### src/clt_pkg.sv
// shared types, constants and charset table for the character lcd text writer
package clt_pkg;

    localparam logic [1:0] LINE_MODE_ONE  = 2'd0;
    localparam logic [1:0] LINE_MODE_TWO  = 2'd1;
    localparam logic [1:0] LINE_MODE_FOUR = 2'd2;

    localparam logic       CFG_LINE_MODE  = 1'b0;
    localparam logic       CFG_LINE_WIDTH = 1'b1;

    localparam logic       KIND_TEXT  = 1'b0;
    localparam logic       KIND_INSTR = 1'b1;

    localparam logic       RS_INSTR = 1'b0;
    localparam logic       RS_DATA  = 1'b1;

    localparam logic [6:0] LINE1_START = 7'h00;
    localparam logic [6:0] LINE2_START = 7'h40;
    localparam logic [6:0] LINE3_START = 7'h14;
    localparam logic [6:0] LINE4_START = 7'h54;
    localparam logic       SET_ADDR    = 1'b1;
    localparam logic [7:0] LINE_FEED   = 8'h0A;

    localparam logic [1:0] LINE_MODE_RESET  = LINE_MODE_TWO;
    localparam logic [5:0] LINE_WIDTH_RESET = 6'd16;

    // one decoded item: optional instruction byte, then the main byte
    typedef struct packed {
        logic       has_cmd;
        logic [7:0] cmd_byte;
        logic       data_rs;
        logic [7:0] data_byte;
    } clt_entry_t;

    function automatic logic [7:0] cyr_map(input logic [5:0] idx);
        logic [7:0] r;
        unique case (idx)
            6'd0:  r = 8'h41; 6'd1:  r = 8'ha0; 6'd2:  r = 8'h42; 6'd3:  r = 8'ha1;
            6'd4:  r = 8'he0; 6'd5:  r = 8'h45; 6'd6:  r = 8'ha3; 6'd7:  r = 8'ha4;
            6'd8:  r = 8'ha5; 6'd9:  r = 8'ha6; 6'd10: r = 8'h4b; 6'd11: r = 8'ha7;
            6'd12: r = 8'h4d; 6'd13: r = 8'h48; 6'd14: r = 8'h4f; 6'd15: r = 8'ha8;
            6'd16: r = 8'h50; 6'd17: r = 8'h43; 6'd18: r = 8'h54; 6'd19: r = 8'ha9;
            6'd20: r = 8'haa; 6'd21: r = 8'h58; 6'd22: r = 8'he1; 6'd23: r = 8'hab;
            6'd24: r = 8'hac; 6'd25: r = 8'he2; 6'd26: r = 8'had; 6'd27: r = 8'hae;
            6'd28: r = 8'h62; 6'd29: r = 8'haf; 6'd30: r = 8'hb0; 6'd31: r = 8'hb1;
            6'd32: r = 8'h61; 6'd33: r = 8'hb2; 6'd34: r = 8'hb3; 6'd35: r = 8'hb4;
            6'd36: r = 8'he3; 6'd37: r = 8'h65; 6'd38: r = 8'hb6; 6'd39: r = 8'hb7;
            6'd40: r = 8'hb8; 6'd41: r = 8'hb9; 6'd42: r = 8'hba; 6'd43: r = 8'hbb;
            6'd44: r = 8'hbc; 6'd45: r = 8'hbd; 6'd46: r = 8'h6f; 6'd47: r = 8'hbe;
            6'd48: r = 8'h70; 6'd49: r = 8'h63; 6'd50: r = 8'hbf; 6'd51: r = 8'h79;
            6'd52: r = 8'he4; 6'd53: r = 8'h78; 6'd54: r = 8'he5; 6'd55: r = 8'hc0;
            6'd56: r = 8'hc1; 6'd57: r = 8'he6; 6'd58: r = 8'hc2; 6'd59: r = 8'hc3;
            6'd60: r = 8'hc4; 6'd61: r = 8'hc5; 6'd62: r = 8'hc6; 6'd63: r = 8'hc7;
            default: r = 8'h00;
        endcase
        return r;
    endfunction

    function automatic logic [7:0] map_char(input logic [7:0] c);
        logic [7:0] r;
        priority if (c == 8'hA8) r = 8'hA2;
        else if (c == 8'hB8)     r = 8'hB5;
        else if (c == 8'h08)     r = 8'hFF;
        else if (c[7:6] == 2'b11) r = cyr_map(c[5:0]);
        else                     r = c;
        return r;
    endfunction

endpackage

### src/char_lcd_text_writer.sv
// top level of the character lcd text writer
// Each accepted item becomes nibble transfers for a 4-bit character display,
// high nibble first: a raw instruction or line feed gives two nibbles, a text
// character two, or four when a line-wrap address command goes first. The
// back end sends one nibble per cycle through its output register while
// m_tready does not stall it. Items are accepted whenever the queue has
// room; the first nibble of an item passes through the queue and then the
// output register. Write line_mode and line_width only while no item is
// in flight.
module char_lcd_text_writer
    import clt_pkg::*;
#(
    parameter int QUEUE_DEPTH = 4
) (
    input  logic        aclk,
    input  logic        aresetn,
    input  logic        cfg_wr_en,
    input  logic        cfg_addr,
    input  logic [5:0]  cfg_wdata,
    input  logic        s_tvalid,
    output logic        s_tready,
    input  logic [15:0] s_tdata,   // byte_value [7:0], address_counter [14:8], zero [15]
    input  logic        s_tuser,   // kind [0]
    output logic        m_tvalid,
    input  logic        m_tready,
    output logic [7:0]  m_tdata,   // nibble [3:0], zero [7:4]
    output logic        m_tuser,   // reg_select [0]
    output logic        m_tlast
);

    logic       q_full;
    logic       q_not_empty;
    logic       q_push;
    logic       q_pop;
    clt_entry_t q_entry;
    clt_entry_t q_head;

    clt_front u_front (
        .aclk      (aclk),
        .aresetn   (aresetn),
        .cfg_wr_en (cfg_wr_en),
        .cfg_addr  (cfg_addr),
        .cfg_wdata (cfg_wdata),
        .in_valid  (s_tvalid),
        .in_kind   (s_tuser),
        .in_byte   (s_tdata[7:0]),
        .in_addr   (s_tdata[14:8]),
        .q_full    (q_full),
        .in_ready  (s_tready),
        .q_push    (q_push),
        .q_entry   (q_entry)
    );

    clt_queue #(
        .DEPTH (QUEUE_DEPTH)
    ) u_queue (
        .aclk       (aclk),
        .aresetn    (aresetn),
        .push       (q_push),
        .push_entry (q_entry),
        .pop        (q_pop),
        .full       (q_full),
        .not_empty  (q_not_empty),
        .head       (q_head)
    );

    clt_back u_back (
        .aclk        (aclk),
        .aresetn     (aresetn),
        .q_not_empty (q_not_empty),
        .q_head      (q_head),
        .q_pop       (q_pop),
        .m_tvalid    (m_tvalid),
        .m_tready    (m_tready),
        .m_tdata     (m_tdata),
        .m_tuser     (m_tuser),
        .m_tlast     (m_tlast)
    );

endmodule

### src/clt_front.sv
// front end: configuration registers and item classification into queue entries
module clt_front
    import clt_pkg::*;
(
    input  logic       aclk,
    input  logic       aresetn,
    input  logic       cfg_wr_en,
    input  logic       cfg_addr,
    input  logic [5:0] cfg_wdata,
    input  logic       in_valid,
    input  logic       in_kind,
    input  logic [7:0] in_byte,
    input  logic [6:0] in_addr,
    input  logic       q_full,
    output logic       in_ready,
    output logic       q_push,
    output clt_entry_t q_entry
);

    logic [1:0] line_mode_reg;
    logic [5:0] line_width_reg;
    logic [6:0] width_ext;
    logic [6:0] next_start;
    logic       wrap_l1;
    logic       wrap_l2;

    always_ff @(posedge aclk) begin
        if (!aresetn) begin
            line_mode_reg  <= LINE_MODE_RESET;
            line_width_reg <= LINE_WIDTH_RESET;
        end else if (cfg_wr_en) begin
            unique case (cfg_addr)
                CFG_LINE_MODE:  line_mode_reg  <= cfg_wdata[1:0];
                CFG_LINE_WIDTH: line_width_reg <= cfg_wdata;
                default:        line_mode_reg  <= line_mode_reg;
            endcase
        end
    end

    assign in_ready  = !q_full;
    assign q_push    = in_valid && !q_full;
    assign width_ext = {1'b0, line_width_reg};
    assign wrap_l1   = (in_addr == LINE1_START + width_ext);
    assign wrap_l2   = (in_addr == LINE2_START + width_ext);

    always_comb begin
        unique case (line_mode_reg)
            LINE_MODE_ONE: next_start = LINE1_START;
            LINE_MODE_TWO: next_start = (in_addr < LINE2_START) ? LINE2_START : LINE1_START;
            default: begin
                priority if (in_addr < LINE3_START)
                    next_start = LINE2_START;
                else if (in_addr >= LINE2_START && in_addr < LINE4_START)
                    next_start = LINE3_START;
                else if (in_addr >= LINE3_START && in_addr < LINE2_START)
                    next_start = LINE4_START;
                else
                    next_start = LINE1_START;
            end
        endcase
    end

    always_comb begin
        q_entry.has_cmd   = 1'b0;
        q_entry.cmd_byte  = {SET_ADDR, LINE1_START};
        q_entry.data_rs   = RS_INSTR;
        q_entry.data_byte = in_byte;
        if (in_kind == KIND_INSTR) begin
            q_entry.data_byte = in_byte;
        end else if (in_byte == LINE_FEED) begin
            q_entry.data_byte = {SET_ADDR, next_start};
        end else begin
            q_entry.data_rs   = RS_DATA;
            q_entry.data_byte = map_char(in_byte);
            unique case (line_mode_reg)
                LINE_MODE_ONE: begin
                    q_entry.has_cmd  = wrap_l1;
                    q_entry.cmd_byte = {SET_ADDR, LINE1_START};
                end
                LINE_MODE_TWO: begin
                    q_entry.has_cmd  = wrap_l1 || wrap_l2;
                    q_entry.cmd_byte = wrap_l1 ? {SET_ADDR, LINE2_START}
                                               : {SET_ADDR, LINE1_START};
                end
                default: q_entry.has_cmd = 1'b0;
            endcase
        end
    end

endmodule

### src/clt_queue.sv
// small first-word-fall-through queue between front and back end
module clt_queue
    import clt_pkg::*;
#(
    parameter int DEPTH = 4
) (
    input  logic       aclk,
    input  logic       aresetn,
    input  logic       push,
    input  clt_entry_t push_entry,
    input  logic       pop,
    output logic       full,
    output logic       not_empty,
    output clt_entry_t head
);

    localparam int PTR_W = (DEPTH > 1) ? $clog2(DEPTH) : 1;
    localparam int CNT_W = $clog2(DEPTH + 1);

    clt_entry_t       mem [DEPTH];
    logic [PTR_W-1:0] wr_ptr_reg;
    logic [PTR_W-1:0] rd_ptr_reg;
    logic [CNT_W-1:0] count_reg;
    logic [PTR_W-1:0] wr_ptr_next;
    logic [PTR_W-1:0] rd_ptr_next;
    logic [CNT_W-1:0] count_next;
    logic             do_pop;

    assign full      = (count_reg == CNT_W'(DEPTH));
    assign not_empty = (count_reg != '0);
    assign do_pop    = pop && not_empty;
    assign head      = mem[rd_ptr_reg];

    always_comb begin
        wr_ptr_next = wr_ptr_reg;
        rd_ptr_next = rd_ptr_reg;
        count_next  = count_reg;
        if (push) begin
            wr_ptr_next = (wr_ptr_reg == PTR_W'(DEPTH - 1)) ? '0 : wr_ptr_reg + 1'b1;
        end
        if (do_pop) begin
            rd_ptr_next = (rd_ptr_reg == PTR_W'(DEPTH - 1)) ? '0 : rd_ptr_reg + 1'b1;
        end
        if (push && !do_pop) begin
            count_next = count_reg + 1'b1;
        end else if (do_pop && !push) begin
            count_next = count_reg - 1'b1;
        end
    end

    always_ff @(posedge aclk) begin
        if (!aresetn) begin
            wr_ptr_reg <= '0;
            rd_ptr_reg <= '0;
            count_reg  <= '0;
        end else begin
            wr_ptr_reg <= wr_ptr_next;
            rd_ptr_reg <= rd_ptr_next;
            count_reg  <= count_next;
        end
    end

    always_ff @(posedge aclk) begin
        if (push) begin
            mem[wr_ptr_reg] <= push_entry;
        end
    end

endmodule

### src/clt_back.sv
// back end: splits queue entries into nibble transfers behind an output register
module clt_back
    import clt_pkg::*;
(
    input  logic       aclk,
    input  logic       aresetn,
    input  logic       q_not_empty,
    input  clt_entry_t q_head,
    output logic       q_pop,
    output logic       m_tvalid,
    input  logic       m_tready,
    output logic [7:0] m_tdata,
    output logic       m_tuser,
    output logic       m_tlast
);

    logic [1:0] step_reg;
    logic [1:0] step_next;
    logic       valid_reg;
    logic [3:0] nibble_reg;
    logic       rs_reg;
    logic       last_reg;
    logic [1:0] idx;
    logic       load;
    logic       is_last;
    logic [3:0] nib;
    logic       rs;

    assign load    = q_not_empty && (!valid_reg || m_tready);
    assign idx     = q_head.has_cmd ? step_reg : step_reg + 2'd2;
    assign is_last = (idx == 2'd3);
    assign q_pop   = load && is_last;

    always_comb begin
        unique case (idx)
            2'd0:    nib = q_head.cmd_byte[7:4];
            2'd1:    nib = q_head.cmd_byte[3:0];
            2'd2:    nib = q_head.data_byte[7:4];
            default: nib = q_head.data_byte[3:0];
        endcase
        rs = idx[1] ? q_head.data_rs : RS_INSTR;
    end

    always_comb begin
        step_next = step_reg;
        if (load) begin
            step_next = is_last ? 2'd0 : step_reg + 2'd1;
        end
    end

    always_ff @(posedge aclk) begin
        if (!aresetn) begin
            step_reg  <= '0;
            valid_reg <= 1'b0;
        end else begin
            step_reg <= step_next;
            if (load) begin
                valid_reg <= 1'b1;
            end else if (m_tready) begin
                valid_reg <= 1'b0;
            end
        end
    end

    always_ff @(posedge aclk) begin
        if (load) begin
            nibble_reg <= nib;
            rs_reg     <= rs;
            last_reg   <= is_last;
        end
    end

    assign m_tvalid = valid_reg;
    assign m_tdata  = {4'h0, nibble_reg};
    assign m_tuser  = rs_reg;
    assign m_tlast  = last_reg;

endmodule

### config.mk
export PLATFORM = sky130hd
export DESIGN_NAME = char_lcd_text_writer
export DESIGN_NICKNAME = d
export VERILOG_FILES = /design/src/clt_pkg.sv /design/src/char_lcd_text_writer.sv /design/src/clt_front.sv /design/src/clt_queue.sv /design/src/clt_back.sv
export SDC_FILE = /design/constraint.sdc
export NUM_CORES = 1
export LEC_CHECK = 0
export ABC_AREA = 1
export BUFFER_PORTS_ARGS = -buffer_cell sky130_fd_sc_hd__buf_4
export CAP_MARGIN = 20
export CORE_MARGIN = 10
export CORE_UTILIZATION = 60
export CTS_BUF_LIST = sky130_fd_sc_hd__clkbuf_16
export DETAILED_ROUTE_END_ITERATION = 16
export PLACE_DENSITY = 0.8
export SLEW_MARGIN = 10
export SYNTH_ARGS = -nofsm -noshare
export SYNTH_HDL_FRONTEND = slang
export SYNTH_HIERARCHICAL = 1
export SYNTH_SLANG_ARGS = --single-unit
export TNS_END_PERCENT = 50
### constraint.sdc
create_clock -name aclk -period 2.8 [get_ports aclk]
set_clock_uncertainty 0.15 [all_clocks]
set_input_delay 0.28 -clock aclk [delete_from_list [all_inputs] [get_ports aclk]]
set_output_delay 0.28 -clock aclk [all_outputs]
set_load 0.02 [all_outputs]
==> impl_metrics.yaml, run 1 <==
status:
  status: "finished, final reports clean"
placed_design:
  dpl.hpwl_mm: 8.78
  place_congestion: 0.949
  dp_cells: 732
  numPortBuffers: 35
  postPlaceCellArea_um2: 5570
critical_path:
  crit_chain: "o21ai_1, o22ai_2, buf_4, nand2_2, nand2_4, nand2_2, nor2_2, nand2_2, ha_1, inv_1, fa_1, o21ai_0, nor2_1"
  arrival_ps: 2660
  r2r_slack_ps: 220
  r2r.worst_path.cells: 13
  end_kind: "flop"
  critPathSlowestCell: "fa_1"
  reg2reg_to: "u_queue/count_reg[1]"
  critPathLaunchType: "flop"
  cp.required_ps: 2880
  max_stage_delay_ps: 410
  crit_fanout: 9
  critical_path_class: "reg2reg"
  cp_common_cell: "nand2_2"
timing:
  clock.fmax_mhz: 388
  slew-limit-headroom: 0.569
  tightest_slew_ps: 645
  period_minus_slack_ps: 2580
  drv_slew: 0
  fin_crit_sh: 0.920
  hold_viol: 0
  totalNegativeSetupSlack_ps: 0
  setup_viol: 0
  rsz0062_at_grt: "false"
  holdWs_ps: 13.8
clock_network:
  clk_latency_ps: 340
  cts_buffer_depth: 2
  h-tree-depth: 3
  cts-root-buf: "clkbuf_16"
  path_clk_slew_ps: 70
  cts_tree: "built"
  clock-sinks: 98
  cts_buffers: 9
route:
  drt-initial-drc-count: 442
  vias: 4313
  viasPerCell: 5.74
  postRouteAntennaNets: 0
  post_drt_wl_per_cell_um: 16.8
  drt_first_pass_iters: 5
  wirelength_mm: 12.6
  drc: 0
logic_synthesis:
  syn_inst: 603
  yosys-top-cells-area: "edfxtp_1, nand2_1, dfxtp_1"
  synth_ff_type: "edfxtp_1"
  synth_top_area_share: 0.439
  yosys.cell_types.count: 46
  synthesis.area_um2: 5340
  yosys_warnings: 6
  yosys.cell_count.top_type: "nand2_1"
  syn_avg_cell_area_um2: 8.86
  synth_enable_flop_cells: 78
  ys_async_sr_fraction: 0
  yosys.area.top_type: "edfxtp_1"
  ys_ff_latch: 98
  yosysSeqAreaShare: 0.514
  netlist_top_cells_count: "nand2_1, nor2_1, edfxtp_1, inv_1, nand3_1"
floorplan:
  core_um2: 8680
  die_w_um: 114
  die_y_um: 114
  dieArea_um2: 13100
  num_rows: 34
  io_pins: 41
  start_util: 0.615
power_and_ir_drop:
  p_leak_nw: 2.57
  powerDensity_nw_per_um2: 788
  finalPower_mw: 4.67
  irDropWorstVdd_v: 0.000406
global_routing:
  overflow: 0
  antenna_found_initial: 0
  grt_pass1_wl_mm: 20.7
  met3_usage: 0.0466
  top_usage_layer: "met2"
  grt_max_degree: 35
  met2_usage: 0.323
  grtUsageTotal: 0.195
  grt_pass1_vias: 4301
  grt_util_met1: 0.241
worst_hold_path:
  hold_end: "u_front/line_mode_reg[0]"
  min_from: "cfg_wdata[0]"
  min_path_type: "in2reg"
  worstHoldPathCells: 3
layout:
  drive_above_1_share: 0.146
  syn_to_final_growth_pct: 11.0
  final_nets: 683
  largest_reg_flops: 72
  finalInstanceArea_um2: 5930
  diodes: 0
  instances_no_fill: 752
  nFillCells: 690
run:
  drv_cap: 0
[power by group]
part           total, mW  switching (mW)  internal (mW)
combinational       1.48           0.984          0.500
clock               1.22           0.548          0.674
sequential          1.97          0.0979           1.87
[routing by layer]
layer  part of all wire  wire (µm)  vias up
met5                  0          0        -
met4              0.023        294        0
met3              0.075        944       32
met2               0.50       6250      203
met1               0.41       5130     1993
li1                   -          -     2085
[stage by stage]
stage / setup WS, ps / util
3_5_place_dp: -50.0 / 0.642
5_1_grt: 38.3 / 0.683
3_3_place_gp: 98.3 / 0.642
2_1_floorplan: 196 / -
6_report: 224 / 0.683
4_1_cts: 1.14 / 0.679
[logic make-up (layout without fill, tap and decap cells)]
group | after synthesis | count (layout) | share of synthesized area
flops | 98 | 98 | 0.514
mux | 1 | 1 | 0.00187
xor+xnor | 8 | 8 | 0.0131
simple gates | 286 | 286 | 0.231
compound gates | 103 | 103 | 0.109
other cells | 3 | 11 | 0.00211
buf+inv | 89 | 122 | 0.0925
fa+ha+maj | 15 | 15 | 0.0366
[worst max-delay path by stage]
stage,startpoint,to,slack (ps),cells after the start
global placement,flop,u_queue/count_reg[2],100,17
finish,flop,u_queue/count_reg[1],220,13
CTS,flop,u_queue/count_reg[2],1,17
floorplan,flop,u_queue/count_reg[2],200,20
global route,flop,u_queue/count_reg[2],40,17
detailed placement,flop,u_queue/count_reg[2],-50,17
[repair_timing]
action,4_1_cts,5_1_grt
buffers inserted,0,3
hold buffers,1,0
endpoints found under the hold margin,1,0
setup endpoints to repair,1,2
resized for setup,1,6
pin swaps,0,2
[critical path, delay by kind of cell (launching register included)]
| kind | cells | cell delay (ps) |
|---|---|---|
| flip-flops | 1 | 390 |
| buffers and inverters | 2 | 240 |
| AO/OA/AOI/OAI | 3 | 460 |
| adder cells (fa/ha/maj) | 2 | 620 |
| AND/OR/NAND/NOR | 6 | 610 |
[final cells by class]
cell class              count  area (µm²)  share of cell area
well taps                 108         135              0.0228
clock inverters             6        55.1             0.00929
clock buffers              10         250              0.0422
repair buffers             49         370              0.0625
multi-input cells         424        2140               0.362
flip-flops and latches     98        2750               0.463
inverters                  57         225              0.0380
[cell usage in the layout (no fill, tap or decap), types with 2 or more instances in the layout]
master       n
inv_1       48
nand2_2      6
xor2_1       8
nor2_2       2
buf_4       48
clkbuf_16   10
edfxtp_1    78
o22ai_1     18
ha_1        14
conb_1      11
nor3_1       3
nand4_1     13
inv_8        2
nor2_1      87
a31oi_1      4
dfxtp_1     19
nand2_4      3
inv_4        2
nand3_1     37
o21ai_0     32
o21ai_1     20
inv_6        2
a21oi_1     19
nand2_1    126
or2_1        2
a21oi_2      2
inv_2        6
Power figures use the tool's default switching activity.
==> run 2, diff against run 1 <==
--- a/config.mk
+++ b/config.mk
@@ -6,7 +6,7 @@
 export NUM_CORES = 1
 export LEC_CHECK = 0
 export ABC_AREA = 1
-export BUFFER_PORTS_ARGS = -buffer_cell sky130_fd_sc_hd__buf_4
+export BUFFER_PORTS_ARGS = -buffer_cell sky130_fd_sc_hd__buf_2
 export CAP_MARGIN = 20
 export CORE_MARGIN = 10
 export CORE_UTILIZATION = 60
==> run 2 against run 1 <==
Effect of this change: register-to-register slack worse by 30 ps; first-iteration DRC count decreased by 27%; critical path depth up 5; final cell count stayed put; critical path type unchanged; critical endpoint is now u_queue/count_reg[2]; highest routed layer unchanged.
==> impl_metrics.yaml, run 2 (synthesis gave the netlist of run 1 again) <==
route:
  drt_first_pass_iters: 6
  vias: 4328
  postRouteAntennaNets: 0
  drt-initial-drc-count: 322
  post_drt_wl_per_cell_um: 16.4
  wirelength_mm: 12.3
  drc: 0
  viasPerCell: 5.76
worst_hold_path:
  min_path_type: "in2reg"
global_routing:
  antenna_found_initial: 0
  grtUsageTotal: 0.192
  grt_util_met1: 0.238
  overflow: 0
  grt_pass1_wl_mm: 20.5
  top_usage_layer: "met2"
  met2_usage: 0.330
  grt_max_degree: 26
  met3_usage: 0.0341
  grt_pass1_vias: 4354
clock_network:
  cts_buffer_depth: 2
  clock-sinks: 98
  cts_tree: "built"
  h-tree-depth: 3
  clk_latency_ps: 340
  path_clk_slew_ps: 70
  cts_buffers: 9
  cts-root-buf: "clkbuf_16"
placed_design:
  place_congestion: 0.989
  numPortBuffers: 35
  postPlaceCellArea_um2: 5500
  dpl.hpwl_mm: 8.51
  dp_cells: 734
power_and_ir_drop:
  p_clk_frac: 0.253
  switching_share: 0.357
  finalPower_mw: 4.57
  seqPwrFrac: 0.433
  p_comb_frac: 0.314
  powerDensity_nw_per_um2: 784
  irDropWorstVdd_v: 0.000406
  intPower_mw: 2.94
  p_leak_nw: 2.53
  switching_power_mw: 1.63
timing:
  drv_slew: 0
  hold_viol: 0
  holdWs_ps: 31.6
  setup_viol: 0
  clock.fmax_mhz: 383
  rsz0062_at_grt: "false"
  tightest_slew_ps: 643
  period_minus_slack_ps: 2610
  slew-limit-headroom: 0.571
  fin_crit_sh: 0.932
layout:
  instances_no_fill: 752
  largest_reg_flops: 72
  final_nets: 683
  final_common_cell: "nand2_1"
  syn_to_final_growth_pct: 9.11
  layout_common_cells: "nand2_1, nor2_1, edfxtp_1, inv_1, nand3_1"
  finalInstanceArea_um2: 5830
  diodes: 0
  drive_above_1_share: 0.149
critical_path:
  crit_fanout: 13
  arrival_ps: 2690
  critical_path_class: "reg2reg"
  critPathLaunchType: "flop"
  end_kind: "flop"
  cp.required_ps: 2880
floorplan:
  die_w_um: 114
  core_um2: 8680
  dieArea_um2: 13100
  start_util: 0.615
  num_rows: 34
  die_y_um: 114
  io_pins: 41
status:
  status: "finished, final reports clean"
run:
  drv_cap: 0
==> run 2: cell types whose count changed in the layout (fill, tap and decap cells not counted), sizes merged <==
cell and delta:
clkbuf -1, clkinv +1
==> run 2: layout make-up <==
class / count / area [µm²]
fill: 695 / 2850
timing repair buffer: 49 / 283
clock inverter: 7 / 58.8
clock buffer: 9 / 225
inverter: 57 / 225
tap: 108 / 135
multi-input combinational: 424 / 2150
sequential: 98 / 2750
==> run 2: final timing paths <==
path	slack, ps	to	from	depth (start not counted)
max	190	u_queue/count_reg[2]	flop	18
min	30	u_front/line_mode_reg[0]	cfg_wdata[0]	3
max reg2reg	190	u_queue/count_reg[2]	flop	18
min reg2reg	360	u_front/line_width_reg[5]	u_front/line_width_reg[5]	2
==> run 2: metal layers <==
| layer | up-vias | part of all wire |
|---|---|---|
| met1 | 2013 | 0.39 |
| li1 | 2088 | - |
| met4 | 0 | 0.017 |
| met5 | - | 0 |
| met3 | 22 | 0.077 |
| met2 | 205 | 0.51 |
==> run 2: critical path, cell delays in order (launching register included) <==
cell,delay [ps]
dfxtp_4,400
inv_8,70
o21ai_1,180
o22ai_2,100
buf_4,150
nand2_2,90
nand2_4,90
nand2_2,110
nor2_4,50
nand2_2,90
ha_1,160
inv_1,80
fa_2,400
inv_1,60
nand2_1,70
nand3_1,110
nand2_1,50
inv_1,50
nor2_1,40
==> run 2: what timing repair did <==
item / CTS / global route
endpoints found under the setup margin: 2 / 2
resized for setup: 2 / 8
pin swaps: 0 / 1
hold buffers: 1 / 0
endpoints found under the hold margin: 1 / 0
buffers inserted: 0 / 1
==> run 2: metrics by stage <==
| stage | TNS, ps | utilization | setup slack [ps] |
|---|---|---|---|
| 3_3_place_gp | 0 | 0.634 | 105 |
| 2_1_floorplan | 0 | - | 196 |
| 3_5_place_dp | -198 | 0.634 | -130 |
| 6_report | 0 | 0.671 | 190 |
| 5_1_grt | 0 | 0.671 | 14.0 |
| 4_1_cts | 0 | 0.669 | 13.2 |
==> run 2: power by group through the flow <==
stage	combinational [mW]	clock (mW)	sequential, mW
global placement	1.30	0	1.98
detailed placement	1.37	0	2.00
CTS	1.39	1.17	1.98
floorplan	0.954	0	2.04
global route	1.60	1.25	2.00
finish	1.44	1.16	1.98
==> run 3, diff against run 2 <==
--- a/config.mk
+++ b/config.mk
@@ -13,6 +13,8 @@
 export CTS_BUF_LIST = sky130_fd_sc_hd__clkbuf_16
 export DETAILED_ROUTE_END_ITERATION = 16
 export PLACE_DENSITY = 0.8
+export REMOVE_ABC_BUFFERS = 1
+export SKIP_LAST_GASP = 1
 export SLEW_MARGIN = 10
 export SYNTH_ARGS = -nofsm -noshare
 export SYNTH_HDL_FRONTEND = slang
==> run 3 against run 2 <==
Effect of this change: worst hold slack worse by 5.6 ps; global-route usage rose by 1.2 points; via count increased by 0.60%; register-to-register slack got worse by 30 ps; cell area grew 0.86%; core utilization up 0.58 points; wire length increased by 6.1%; critical path depth down 1; non-clock buffer count grew 2; largest cell class unchanged.
==> impl_metrics.yaml, run 3 (synthesis gave the netlist of run 1 again) <==
status:
  status: "finished, final reports clean"
floorplan:
  dieArea_um2: 13100
  core_um2: 8680
  die_w_um: 114
  die_y_um: 114
  start_util: 0.615
  num_rows: 34
  io_pins: 41
clock_network:
  path_clk_slew_ps: 70
  clock-sinks: 98
  cts_tree: "built"
  cts_buffer_depth: 2
  cts-root-buf: "clkbuf_16"
  cts_buffers: 9
  h-tree-depth: 3
  clk_latency_ps: 340
layout:
  drive_above_1_share: 0.156
  final_common_cell: "nand2_1"
  syn_to_final_growth_pct: 10.1
  final_nets: 685
  largest_reg_flops: 72
  nFillCells: 709
  layout_common_cells: "nand2_1, nor2_1, edfxtp_1, inv_1, nand3_1"
  diodes: 0
critical_path:
  crit_end: "u_queue/count_reg[2]"
  r2r.worst_path.cells: 17
  critical_path_class: "reg2reg"
  end_kind: "flop"
  r2r_slack_ps: 160
  arrival_ps: 2730
  critPathLaunchType: "flop"
  cp.required_ps: 2890
  reg2reg_to: "u_queue/count_reg[2]"
  crit_fanout: 9
timing:
  slew-limit-headroom: 0.557
  holdWs_ps: 25.9
  clock.fmax_mhz: 378
  drv_slew: 0
  period_minus_slack_ps: 2640
  setup_viol: 0
  totalNegativeSetupSlack_ps: 0
  hold_viol: 0
  tightest_slew_ps: 664
  rsz0062_at_grt: "false"
  fin_crit_sh: 0.944
route:
  postRouteAntennaNets: 0
  drc: 0
  drt-initial-drc-count: 403
  vias: 4354
  drt_first_pass_iters: 5
  viasPerCell: 5.77
  wirelength_mm: 13.1
  post_drt_wl_per_cell_um: 17.4
power_and_ir_drop:
  irDropWorstVdd_v: 0.000431
  powerDensity_nw_per_um2: 805
  p_leak_nw: 2.55
worst_hold_path:
  min_path_type: "in2reg"
global_routing:
  overflow: 0
  grt_pass1_wl_mm: 21.5
  grt_pass1_vias: 4419
  grtUsageTotal: 0.204
  grt_max_degree: 26
  antenna_found_initial: 0
placed_design:
  place_congestion: 0.913
  dpl.hpwl_mm: 9.16
  numPortBuffers: 35
run:
  drv_cap: 0
## run 3: changes by cell type in the layout (fill, tap and decap cells not counted), moves of 2 or more
cell / previous run / this run
clkinv_4: 2 / 0
o21ai_1: 20 / 18
o21ai_2: 1 / 3
buf_4: 13 / 15
## run 3: power by group
part / leakage (nW) / switching, mW / internal [mW]
Clock: 0.155 / 0.582 / 0.720
Combinational: 1.51 / 0.999 / 0.452
Sequential: 0.888 / 0.106 / 1.87
## run 3: cell type report
class                      instances  area (µm²)  area share
sequential                        98        2750       0.468
multi-input combinational        424        2150       0.366
timing repair buffer              51         298      0.0507
clock buffer                       9         225      0.0383
inverter                          57         225      0.0383
tap                              108         135      0.0230
clock inverter                     7        93.8      0.0160
## run 3: worst min path at each step
stage               slack (ps)                         to             from  depth (start not counted)
floorplan                  210  u_front/line_width_reg[4]          aresetn                          1
global placement           330            u_back/m_tvalid  u_back/m_tvalid                          2
detailed placement         340            u_back/m_tvalid  u_back/m_tvalid                          2
CTS                         20   u_front/line_mode_reg[0]     cfg_wdata[0]                          3
global route                50   u_front/line_mode_reg[0]     cfg_wdata[0]                          3
finish                      30   u_front/line_mode_reg[0]     cfg_wdata[0]                          3
## run 3: critical path: stages (launching register included)
cell,delay (ps)
dfxtp_4,410
o21ai_2,80
o22ai_2,240
inv_2,90
nand2_4,120
nand2_4,100
nand2_2,100
nor2_2,60
nand2_2,100
ha_1,170
inv_1,80
fa_1,430
inv_1,60
nand2_1,60
nand3_1,100
nand2_1,60
inv_1,60
nor2_1,40
## run 3: layer usage
| layer | vias up | share of wire | global-route usage |
|---|---|---|---|
| li1 | 2098 | - | - |
| met3 | 27 | 0.075 | 0.0430 |
| met1 | 2024 | 0.40 | 0.248 |
| met2 | 205 | 0.50 | 0.355 |
| met4 | 0 | 0.024 | 0.0618 |
| met5 | - | 0 | 0 |
## run 3: timing repair
action / 4_1_cts / 5_1_grt
hold buffers: 1 / 0
pin swaps: 0 / 1
endpoints found under the hold margin: 1 / 0
setup buffers: 0 / 1
endpoints found under the setup margin: 2 / 2
resized for setup: 2 / 9
## run 3: metrics by stage
stage	worst slack (ps)	total power [mW]	instance area [µm²]	utilization	std cells
floorplan	-310	2.90	5100	-	579
global placement	79.8	3.30	5520	0.636	736
detailed placement	-139	3.39	5520	0.636	736
CTS	15.4	4.71	5850	0.674	753
global route	25.6	4.98	5880	0.677	754
finish	158	4.73	5880	0.677	754
